--- config.mk ---
export PLATFORM = sky130hd
export DESIGN_NAME = gsv_satellite_group_table_flat
export DESIGN_NICKNAME = d
export VERILOG_FILES = /design/src/hw/rtl/gsvt_pkg.sv /design/src/hw/rtl/gsvt_if.sv /design/src/hw/rtl/gsvt_cell.sv /design/src/hw/rtl/gsv_satellite_group_table.sv /design/src/flat_wrapper.sv
export SDC_FILE = /design/constraint.sdc
export NUM_CORES = 2
export LEC_CHECK = 0
export ABC_AREA = 1
export BUFFER_PORTS_ARGS = -buffer_cell sky130_fd_sc_hd__buf_2
export CORE_MARGIN = 4
export CORE_UTILIZATION = 40
export CTS_CLUSTER_DIAMETER = 80
export DETAILED_ROUTE_END_ITERATION = 6
export PLACE_DENSITY = 0.55
export SKIP_LAST_GASP = 1
export SYNTH_ARGS = -nofsm -noshare
export SYNTH_HDL_FRONTEND = slang
export SYNTH_SLANG_ARGS = --single-unit
--- constraint.sdc ---
create_clock -name clock -period 6.95 [get_ports clock]
set_input_delay 0.695 -clock clock [delete_from_list [all_inputs] [get_ports clock]]
set_output_delay 0.695 -clock clock [all_outputs]
set_load 0.01 [all_outputs]
--- src/hw/rtl/gsvt_pkg.sv ---
// ---------------------------------------------------------------------------
// gsvt_pkg: shared types and constants
// Scan record, write record and sizes for the satellite group table.
// ---------------------------------------------------------------------------
package gsvt_pkg;

   localparam int GsvtEntries = 8;
   localparam int RecsPerPart = 4;
   localparam int IdxW        = 5;     // index width for up to 32 entries
   localparam int TotW        = 11;
   localparam logic [TotW-1:0] TotMax = 11'd2047;

   localparam logic [1:0] STAT_PENDING = 2'd0;
   localparam logic [1:0] STAT_DROPPED = 2'd1;
   localparam logic [1:0] STAT_SAVED   = 2'd2;

   // token that walks the row of entry cells
   typedef struct packed {
      logic            valid;
      logic            sum_mode;
      logic [23:0]     key_group;
      logic [31:0]     key_stamp;
      logic            match_hit;
      logic [IdxW-1:0] match_idx;
      logic            free_hit;
      logic [IdxW-1:0] free_idx;
      logic [IdxW-1:0] old_idx;
      logic [31:0]     old_dist;
      logic [TotW-1:0] lt;
      logic [TotW-1:0] vt;
      logic [TotW-1:0] kt;
      logic [TotW-1:0] tt;
   } scan_type;

   // entry write, broadcast to all cells
   typedef struct packed {
      logic            en;
      logic [IdxW-1:0] slot;
      logic [23:0]     group;
      logic [7:0]      locked;
      logic [7:0]      visible;
      logic [7:0]      known;
      logic [31:0]     stamp;
   } wr_type;

   function automatic logic [TotW-1:0] sat_add(logic [TotW-1:0] a, logic [7:0] b);
      logic [TotW:0] s;
      s = {1'b0, a} + {{(TotW-7){1'b0}}, b};
      return s[TotW] ? TotMax : s[TotW-1:0];
   endfunction

endpackage

--- src/hw/rtl/gsvt_if.sv ---
// ---------------------------------------------------------------------------
// gsvt_req_if / gsvt_rsp_if: request and response channels
// Valid/ready handshake carrying the sentence fields and the table results.
// ---------------------------------------------------------------------------
interface gsvt_req_if;
   logic        valid;
   logic        ready;
   logic [15:0] talker_id;
   logic [7:0]  part_total;
   logic [7:0]  part_number;
   logic [7:0]  sats_known;
   logic [3:0]  elev_present;
   logic [3:0]  azim_present;
   logic [3:0]  strength_present;
   logic [7:0]  signal_id;
   logic [31:0] timestamp;
   modport source (output valid, talker_id, part_total, part_number, sats_known,
                   elev_present, azim_present, strength_present, signal_id,
                   timestamp, input ready);
   modport sink   (input valid, talker_id, part_total, part_number, sats_known,
                   elev_present, azim_present, strength_present, signal_id,
                   timestamp, output ready);
endinterface

interface gsvt_rsp_if;
   logic        valid;
   logic        ready;
   logic [1:0]  status;
   logic [2:0]  saved_slot;
   logic [10:0] locked_total;
   logic [10:0] visible_total;
   logic [10:0] known_total;
   logic [10:0] tracked_total;
   logic        totals_changed;
   modport source (output valid, status, saved_slot, locked_total, visible_total,
                   known_total, tracked_total, totals_changed, input ready);
   modport sink   (input valid, status, saved_slot, locked_total, visible_total,
                   known_total, tracked_total, totals_changed, output ready);
endinterface

--- src/hw/rtl/gsvt_cell.sv ---
// ---------------------------------------------------------------------------
// gsvt_cell: one table entry
// Holds an entry, updates the passing scan token and hands it on.
// ---------------------------------------------------------------------------
module gsvt_cell #(
   parameter int IDX = 0
) (
   input  logic              clock,
   input  logic              reset,
   input  gsvt_pkg::scan_type scan_in,
   input  gsvt_pkg::wr_type   wr,
   output gsvt_pkg::scan_type scan_out
);
   import gsvt_pkg::*;

   localparam logic [IdxW-1:0] MyIdx = IdxW'(IDX);

   logic [23:0] group_ff;
   logic [7:0]  locked_ff, visible_ff, known_ff;
   logic [31:0] stamp_ff;
   scan_type    scan_ff, scan_in_nx;
   logic [31:0] age;
   logic        used;
   logic        wr_hit;
   logic [23:0] cur_group;
   logic [7:0]  cur_locked, cur_visible, cur_known;

   // entry storage
   always_ff @(posedge clock) begin
      if (reset) begin
         group_ff   <= '0;
         locked_ff  <= '0;
         visible_ff <= '0;
         known_ff   <= '0;
         stamp_ff   <= '0;
      end else if (wr.en && wr.slot == MyIdx) begin
         group_ff   <= wr.group;
         locked_ff  <= wr.locked;
         visible_ff <= wr.visible;
         known_ff   <= wr.known;
         stamp_ff   <= wr.stamp;
      end
   end

   // token update: search or sum
   always_comb begin
      // a write landing this cycle is seen by the passing token
      wr_hit      = wr.en && (wr.slot == MyIdx);
      cur_group   = wr_hit ? wr.group   : group_ff;
      cur_locked  = wr_hit ? wr.locked  : locked_ff;
      cur_visible = wr_hit ? wr.visible : visible_ff;
      cur_known   = wr_hit ? wr.known   : known_ff;
      scan_in_nx  = scan_in;
      age         = scan_in.key_stamp - stamp_ff;
      used        = (cur_group != '0);
      if (scan_in.sum_mode) begin
         if (used) begin
            scan_in_nx.lt = sat_add(scan_in.lt, cur_locked);
            scan_in_nx.vt = sat_add(scan_in.vt, cur_visible);
            scan_in_nx.kt = sat_add(scan_in.kt, cur_known);
            if (cur_group[7:0] != '0) scan_in_nx.tt = sat_add(scan_in.tt, cur_visible);
         end
      end else begin
         if (!scan_in.free_hit && !used) begin
            scan_in_nx.free_hit = 1'b1;
            scan_in_nx.free_idx = MyIdx;
         end
         if (!scan_in.match_hit && cur_group == scan_in.key_group) begin
            scan_in_nx.match_hit = 1'b1;
            scan_in_nx.match_idx = MyIdx;
         end
         if (IDX == 0 || age > scan_in.old_dist) begin
            scan_in_nx.old_idx  = MyIdx;
            scan_in_nx.old_dist = age;
         end
      end
   end

   // hand token to neighbor
   always_ff @(posedge clock) begin
      if (reset) scan_ff.valid <= 1'b0;
      else       scan_ff.valid <= scan_in.valid;
      scan_ff.sum_mode  <= scan_in_nx.sum_mode;
      scan_ff.key_group <= scan_in_nx.key_group;
      scan_ff.key_stamp <= scan_in_nx.key_stamp;
      scan_ff.match_hit <= scan_in_nx.match_hit;
      scan_ff.match_idx <= scan_in_nx.match_idx;
      scan_ff.free_hit  <= scan_in_nx.free_hit;
      scan_ff.free_idx  <= scan_in_nx.free_idx;
      scan_ff.old_idx   <= scan_in_nx.old_idx;
      scan_ff.old_dist  <= scan_in_nx.old_dist;
      scan_ff.lt        <= scan_in_nx.lt;
      scan_ff.vt        <= scan_in_nx.vt;
      scan_ff.kt        <= scan_in_nx.kt;
      scan_ff.tt        <= scan_in_nx.tt;
   end

   assign scan_out = scan_ff;

endmodule

--- src/hw/rtl/gsv_satellite_group_table.sv ---
// Sequence: from accept to response valid, a saved final part takes a search
//   walk, a write and a sum walk; pending or dropped parts take the sum walk.
// Flow: one request at a time; next accepted after the response is taken.
//   Each request waits for the token walking the row of entry cells.
// Reset: synchronous, active high; clears pending group, table, prev totals.
module gsv_satellite_group_table #(
   parameter int TABLE_ENTRIES = gsvt_pkg::GsvtEntries
) (
   input logic         clock,
   input logic         reset,
   gsvt_req_if.sink    req_if,
   gsvt_rsp_if.source  rsp_if
);
   import gsvt_pkg::*;

   typedef enum logic [5:0] {
      S_IDLE   = 6'b000001,
      S_CALC   = 6'b000010,
      S_SEARCH = 6'b000100,
      S_WRITE  = 6'b001000,
      S_SUM    = 6'b010000,
      S_OUT    = 6'b100000
   } state_type;

   state_type   state_ff, state_in;
   // captured request
   logic [23:0] r_group_ff;
   logic [7:0]  r_total_ff, r_num_ff, r_known_ff;
   logic [3:0]  r_elev_ff, r_azim_ff, r_str_ff;
   logic [31:0] r_stamp_ff;
   // pending group; holds no stamp, the entry takes the final part's stamp
   logic [23:0] p_group_ff;
   logic [7:0]  p_locked_ff, p_visible_ff, p_known_ff, p_last_ff, p_total_ff;
   // results
   wr_type      wr_ff;
   logic [1:0]  status_ff;
   logic [IdxW-1:0] slot_ff;
   logic [4*TotW-1:0] prev_ff;
   logic        rsp_valid_ff;
   logic [TotW-1:0] lt_ff, vt_ff, kt_ff, tt_ff;
   logic        chg_ff;

   scan_type    launch;
   scan_type    chain [TABLE_ENTRIES+1];
   scan_type    tail;

   logic        final_part, bad;
   logic [2:0]  nrec;
   logic [7:0]  nlock, nvis;
   logic [23:0] n_group;
   logic [7:0]  n_known, n_locked, n_visible;

   // record counts and sequence check on captured request
   always_comb begin
      final_part = (r_num_ff == r_total_ff);
      nrec = 3'(RecsPerPart);
      if (final_part && r_known_ff[1:0] != 2'd0) nrec = {1'b0, r_known_ff[1:0]};
      nlock = '0;
      nvis  = '0;
      for (int i = 0; i < RecsPerPart; i++) begin
         if (3'(i) < nrec && r_str_ff[i]) begin
            nvis = nvis + 8'd1;
            if (r_elev_ff[i] && r_azim_ff[i]) nlock = nlock + 8'd1;
         end
      end
      bad = (r_num_ff > 8'd1) &&
            (({1'b0, r_num_ff} != {1'b0, p_last_ff} + 9'd1) || r_total_ff != p_total_ff ||
             r_group_ff != p_group_ff || r_known_ff != p_known_ff);
      n_group   = (r_num_ff == 8'd1) ? r_group_ff : p_group_ff;
      n_known   = (r_num_ff == 8'd1) ? r_known_ff : p_known_ff;
      n_locked  = ((r_num_ff == 8'd1) ? 8'd0 : p_locked_ff) + nlock;
      n_visible = ((r_num_ff == 8'd1) ? 8'd0 : p_visible_ff) + nvis;
   end

   // token launched into the cell row
   always_comb begin
      launch = '0;
      launch.key_group = wr_ff.group;
      launch.key_stamp = wr_ff.stamp;
      if (state_ff == S_CALC) begin
         launch.valid     = 1'b1;
         launch.sum_mode  = bad || !final_part;
         launch.key_group = n_group;
         launch.key_stamp = r_stamp_ff;
      end else if (state_ff == S_WRITE) begin
         launch.valid    = 1'b1;
         launch.sum_mode = 1'b1;
      end
   end

   assign chain[0] = launch;
   for (genvar g = 0; g < TABLE_ENTRIES; g++) begin : g_cell
      gsvt_cell #(.IDX(g)) u_cell (
         .clock    (clock),
         .reset    (reset),
         .scan_in  (chain[g]),
         .wr       (wr_ff),
         .scan_out (chain[g+1])
      );
   end
   assign tail = chain[TABLE_ENTRIES];

   // sequencer
   always_comb begin
      state_in = state_ff;
      case (state_ff)
         S_IDLE:   if (req_if.valid) state_in = S_CALC;
         S_CALC:   state_in = (bad || !final_part) ? S_SUM : S_SEARCH;
         S_SEARCH: if (tail.valid) state_in = S_WRITE;
         S_WRITE:  state_in = S_SUM;
         S_SUM:    if (tail.valid) state_in = S_OUT;
         S_OUT:    if (rsp_if.ready) state_in = S_IDLE;
         default:  state_in = S_IDLE;
      endcase
   end

   always_ff @(posedge clock) begin
      if (reset) begin
         state_ff     <= S_IDLE;
         rsp_valid_ff <= 1'b0;
         prev_ff      <= '0;
         wr_ff.en     <= 1'b0;
         p_group_ff   <= '0;
         p_locked_ff  <= '0;
         p_visible_ff <= '0;
         p_known_ff   <= '0;
         p_last_ff    <= '0;
         p_total_ff   <= '0;
      end else begin
         state_ff <= state_in;
         wr_ff.en <= 1'b0;
         // pending group update
         if (state_ff == S_CALC) begin
            if (!bad) begin
               if (final_part) begin
                  p_group_ff   <= '0;
                  p_locked_ff  <= '0;
                  p_visible_ff <= '0;
                  p_known_ff   <= '0;
                  p_last_ff    <= '0;
                  p_total_ff   <= '0;
               end else begin
                  p_group_ff   <= n_group;
                  p_known_ff   <= n_known;
                  p_locked_ff  <= n_locked;
                  p_visible_ff <= n_visible;
                  p_last_ff    <= r_num_ff;
                  p_total_ff   <= r_total_ff;
               end
            end
         end
         if (state_ff == S_SEARCH && tail.valid) wr_ff.en <= 1'b1;
         // totals at end of sum walk
         if (state_ff == S_SUM && tail.valid) begin
            rsp_valid_ff <= 1'b1;
            prev_ff      <= {tail.tt, tail.kt, tail.vt, tail.lt};
         end else if (state_ff == S_OUT && rsp_if.ready) begin
            rsp_valid_ff <= 1'b0;
         end
      end
   end

   // payload registers
   always_ff @(posedge clock) begin
      if (state_ff == S_IDLE && req_if.valid) begin
         r_group_ff <= {req_if.talker_id, req_if.signal_id};
         r_total_ff <= req_if.part_total;
         r_num_ff   <= req_if.part_number;
         r_known_ff <= req_if.sats_known;
         r_elev_ff  <= req_if.elev_present;
         r_azim_ff  <= req_if.azim_present;
         r_str_ff   <= req_if.strength_present;
         r_stamp_ff <= req_if.timestamp;
      end
      if (state_ff == S_CALC) begin
         status_ff     <= bad ? STAT_DROPPED : (final_part ? STAT_SAVED : STAT_PENDING);
         slot_ff       <= '0;
         wr_ff.group   <= n_group;
         wr_ff.locked  <= n_locked;
         wr_ff.visible <= n_visible;
         wr_ff.known   <= n_known;
         wr_ff.stamp   <= r_stamp_ff;
      end
      if (state_ff == S_SEARCH && tail.valid) begin
         wr_ff.slot <= tail.match_hit ? tail.match_idx :
                       tail.free_hit  ? tail.free_idx  : tail.old_idx;
         slot_ff    <= tail.match_hit ? tail.match_idx :
                       tail.free_hit  ? tail.free_idx  : tail.old_idx;
      end
      if (state_ff == S_SUM && tail.valid) begin
         lt_ff  <= tail.lt;
         vt_ff  <= tail.vt;
         kt_ff  <= tail.kt;
         tt_ff  <= tail.tt;
         chg_ff <= ({tail.tt, tail.kt, tail.vt, tail.lt} != prev_ff);
      end
   end

   assign req_if.ready          = (state_ff == S_IDLE);
   assign rsp_if.valid          = rsp_valid_ff;
   assign rsp_if.status         = status_ff;
   assign rsp_if.saved_slot     = 3'(slot_ff);
   assign rsp_if.locked_total   = lt_ff;
   assign rsp_if.visible_total  = vt_ff;
   assign rsp_if.known_total    = kt_ff;
   assign rsp_if.tracked_total  = tt_ff;
   assign rsp_if.totals_changed = chg_ff;

endmodule

--- src/flat_wrapper.sv ---
// flat-port wrapper written by rule: the top's interface ports become plain ports
module gsv_satellite_group_table_flat import gsvt_pkg::*;
#(
   parameter int TABLE_ENTRIES = gsvt_pkg::GsvtEntries
)
  (clock, reset, req_if_valid, req_if_talker_id, req_if_part_total, req_if_part_number, req_if_sats_known, req_if_elev_present, req_if_azim_present, req_if_strength_present, req_if_signal_id, req_if_timestamp, req_if_ready, rsp_if_valid, rsp_if_status, rsp_if_saved_slot, rsp_if_locked_total, rsp_if_visible_total, rsp_if_known_total, rsp_if_tracked_total, rsp_if_totals_changed, rsp_if_ready);
  gsvt_req_if req_if_i ();
  gsvt_rsp_if rsp_if_i ();
  input logic clock;
  input logic reset;
  input wire logic [$bits(req_if_i.valid)-1:0] req_if_valid;
  input wire logic [$bits(req_if_i.talker_id)-1:0] req_if_talker_id;
  input wire logic [$bits(req_if_i.part_total)-1:0] req_if_part_total;
  input wire logic [$bits(req_if_i.part_number)-1:0] req_if_part_number;
  input wire logic [$bits(req_if_i.sats_known)-1:0] req_if_sats_known;
  input wire logic [$bits(req_if_i.elev_present)-1:0] req_if_elev_present;
  input wire logic [$bits(req_if_i.azim_present)-1:0] req_if_azim_present;
  input wire logic [$bits(req_if_i.strength_present)-1:0] req_if_strength_present;
  input wire logic [$bits(req_if_i.signal_id)-1:0] req_if_signal_id;
  input wire logic [$bits(req_if_i.timestamp)-1:0] req_if_timestamp;
  output wire logic [$bits(req_if_i.ready)-1:0] req_if_ready;
  output wire logic [$bits(rsp_if_i.valid)-1:0] rsp_if_valid;
  output wire logic [$bits(rsp_if_i.status)-1:0] rsp_if_status;
  output wire logic [$bits(rsp_if_i.saved_slot)-1:0] rsp_if_saved_slot;
  output wire logic [$bits(rsp_if_i.locked_total)-1:0] rsp_if_locked_total;
  output wire logic [$bits(rsp_if_i.visible_total)-1:0] rsp_if_visible_total;
  output wire logic [$bits(rsp_if_i.known_total)-1:0] rsp_if_known_total;
  output wire logic [$bits(rsp_if_i.tracked_total)-1:0] rsp_if_tracked_total;
  output wire logic [$bits(rsp_if_i.totals_changed)-1:0] rsp_if_totals_changed;
  input wire logic [$bits(rsp_if_i.ready)-1:0] rsp_if_ready;
  assign req_if_i.valid = req_if_valid;
  assign req_if_i.talker_id = req_if_talker_id;
  assign req_if_i.part_total = req_if_part_total;
  assign req_if_i.part_number = req_if_part_number;
  assign req_if_i.sats_known = req_if_sats_known;
  assign req_if_i.elev_present = req_if_elev_present;
  assign req_if_i.azim_present = req_if_azim_present;
  assign req_if_i.strength_present = req_if_strength_present;
  assign req_if_i.signal_id = req_if_signal_id;
  assign req_if_i.timestamp = req_if_timestamp;
  assign req_if_ready = req_if_i.ready;
  assign rsp_if_valid = rsp_if_i.valid;
  assign rsp_if_status = rsp_if_i.status;
  assign rsp_if_saved_slot = rsp_if_i.saved_slot;
  assign rsp_if_locked_total = rsp_if_i.locked_total;
  assign rsp_if_visible_total = rsp_if_i.visible_total;
  assign rsp_if_known_total = rsp_if_i.known_total;
  assign rsp_if_tracked_total = rsp_if_i.tracked_total;
  assign rsp_if_totals_changed = rsp_if_i.totals_changed;
  assign rsp_if_i.ready = rsp_if_ready;
  gsv_satellite_group_table #(.TABLE_ENTRIES(TABLE_ENTRIES)) u_core (.clock(clock), .reset(reset), .req_if(req_if_i), .rsp_if(rsp_if_i));
endmodule
==> results.yml <==
clocking:
  numCtsBuffers: 217
  cts_setup_buffers: 0
  cts_tree: "yes"
  clockBufferDepth: 3
  clk_latency_ps: 880
  path_clk_slew_ps: 60
  htree_levels: 4
  cts_root_buf: "clkbuf_16"
  cts_num_sinks: 2007
setup_path:
  critPathCaptureType: "flop"
  crit_arrival_ps: 5510
  worstPathRequired_ps: 7690
  ff2ff_path_depth: 14
  critPathKind: "reg2reg"
  startpoint_type: "flop"
  worstPathMaxFanout: 40
placement:
  gp_congestion: 0.989
  io_buffers: 147
  hpwl_um: 248000
global_routing:
  overflow: 0
  gr-usage-all-layers_pct: 23.4
  antenna_found_initial: 31
  grt_start_max_net_pins: 202
  grt_pass1_vias: 82000
  grt_pass1_wl_um: 484000
layout:
  nets: 14900
  final_cell_mix: "nand2_1 (3,341), dfxtp_1 (1,782), inv_1 (1,776)"
  syn2layout_area_growth_pct: 12.1
  fill_cells: 26400
  drive_gt1_share_pct: 6.21
  final_common_cell: "nand2_1"
  ff_latch_area_mm2: 0.0424
  multi_input_area_mm2: 0.0520
pwr:
  p_per_area_mw_per_mm2: 272
  peakVddDrop_mv: 0.214
  p_leak_nw: 54.8
worst_hold_path:
  min_path_type: "in2reg"
  holdPathStages: 3
run:
  drv_cap: 0
sta:
  whs_ps: 252
  fin_tns_setup_ps: 0
  slew_viol_final: 0
  rsz0062_at_grt: "no"
  fin_crit_ps: 4780
  tightest_slew_ps: 1180
  hold_violations: 0
  fmax_ghz: 0.209
  relSlewSlack_pct: 21.0
  period_share_pct: 68.7
  clock_skew_ps: 33.6
  setup_violations: 0
detailed_routing:
  drtIter0Drc: 6805
  first_pass_iters: 6
  viasPerCell: 4.94
  vias: 87100
  postRouteAntennaNets: 0
  wl_per_cell_um: 18.0
  drc: 0
  drt-total-wl_um: 318000
synthesis:
  syn_inst: 13900
  ys_ff_latch: 2007
  syn_area_per_cell_um2: 7.39
  synth_nets: 14800
  synth_cell_types: 59
  synth_area_mm2: 0.103
  netlist.area_leader.share_pct: 34.6
  ys_seq_area_share_pct: 41.2
  synth_edf_count: 225
  async_reset_ff_share_pct: 0
  yosysWarningCount: 0
  synth_area_leaders: "dfxtp_1 (35%), nand2_1 (12%), ha_1 (8.6%), edfxtp_1 (6.6%), inv_1 (6.5%)"
  synth_top_area_cell: "dfxtp_1"
  ys.flop_type: "dfxtp_1"
die:
  die_y_um: 515
  rows: 186
  die_area_mm2: 0.266
  ios: 148
  initial_utilization_pct: 40.2
  die_w_um: 515
  core_area_mm2: 0.256
run_status:
  outcome: "finished clean"
[worst max-delay path, stage by stage (launching register included)]
cell and delay [ps]:
edfxtp_1 440, nor2_2 250, nand2_4 350, inv_2 590
nand2_1 90, o21ai_1 210, nand2_1 80, nor2_1 100
nand2_1 300, nor3_4 860, nand2_2 590, nand2_4 490
nand2_1 100, o21ai_1 110, inv_2 40
[worst paths after layout]
| check | endpoint | start | slack (ps) |
|---|---|---|---|
| hold reg to reg | u_core.g_cell[3].u_cell.scan_out[115] | u_core.g_cell[2].u_cell.scan_out[115] | 340 |
| setup reg to reg | u_core.g_cell[6].u_cell.scan_out[18] | u_core.wr_ff[80] | 2170 |
| hold / removal | u_core.state_ff[1] | req_if_valid | 250 |
| setup / recovery | u_core.g_cell[6].u_cell.scan_out[18] | u_core.wr_ff[80] | 2170 |
[synth_stat cells, types with 33 or more instances]
library cell / count
nor3_1: 73
clkbuf_1: 313
nand2_1: 3346
dfxtp_1: 1782
o21ai_1: 179
edfxtp_1: 225
xor2_1: 382
inv_1: 1777
xnor2_1: 164
fa_1: 38
inv_2: 49
nand4_1: 179
nand3_1: 590
nand3b_1: 63
o211ai_1: 33
ha_1: 712
o21ai_0: 1026
o21bai_1: 37
nor2_1: 1464
buf_2: 59
a21o_1: 64
a21oi_1: 874
a31oi_1: 71
or2_2: 206
[logic make-up (layout without fill, tap and decap cells)]
group / after synthesis / after routing / share of synthesized area, %
other: 1 / 14 / 0.00364
XOR/XNOR: 546 / 546 / 4.64
AO/OA/AOI/OAI: 2396 / 2396 / 12.3
flip-flops: 2007 / 2007 / 41.2
AND/OR/NAND/NOR: 5988 / 5988 / 24.0
multiplexers: 2 / 2 / 0.0194
buffers and inverters: 2245 / 2552 / 8.37
adder cells (fa/ha/maj): 750 / 750 / 9.39
[layout make-up]
| class | instances | share of cell area, % |
|---|---|---|
| multi-input combinational | 9683 | 45.1 |
| sequential | 2007 | 36.7 |
| timing repair buffer | 309 | 1.94 |
| clock inverter | 90 | 1.09 |
| inverter | 1838 | 5.99 |
| antenna | 13 | 0.0282 |
| tap | 3384 | 3.67 |
| clock buffer | 315 | 5.48 |
[stage by stage]
| stage | worst slack (ps) | power [mW] | cells | util (%) | cell area [um2] |
|---|---|---|---|---|---|
| after detailed placement | 2120 | 19.5 | 17100 | 41.7 | 107000 |
| final | 2170 | 31.4 | 17600 | 45.0 | 115000 |
| after global placement | 2180 | 19.5 | 17100 | 41.7 | 107000 |
| after floorplan | 1500 | 17.5 | 13900 | - | 103000 |
| after global routing | 1770 | 33.2 | 17600 | 45.0 | 115000 |
| after CTS | 2120 | 31.7 | 17600 | 45.0 | 115000 |
[power by group]
part	total (mW)	internal [mW]	switching, mW
Combinational	5.69	1.99	3.70
Clock	12.1	7.23	4.90
Sequential	13.6	12.7	0.879
[layer usage]
metal	GRT usage, %	wire (um)	vias up
met4	6.89	9530	0
met5	0	0	-
met3	2.33	15500	443
met2	35.4	132000	1974
met1	34.9	160000	39600
li1	-	-	45100
[state kept, by name (all words and copies together) (netlist names), 44 cells and up]
signal,cells
u_core.g_cell.u_cell.group_ff,192
u_core.g_cell.u_cell.known_ff,64
u_core.g_cell.u_cell.locked_ff,64
u_core.g_cell.u_cell.scan_out,1026
u_core.g_cell.u_cell.stamp_ff,256
u_core.g_cell.u_cell.visible_ff,64
u_core.prev_ff,44
u_core.wr_ff,84
[what timing repair did]
item                      CTS  global route
hold endpoints to repair   92             0
hold buffers               92             0
resized for setup           0             0
Power figures use the tool's default switching activity.
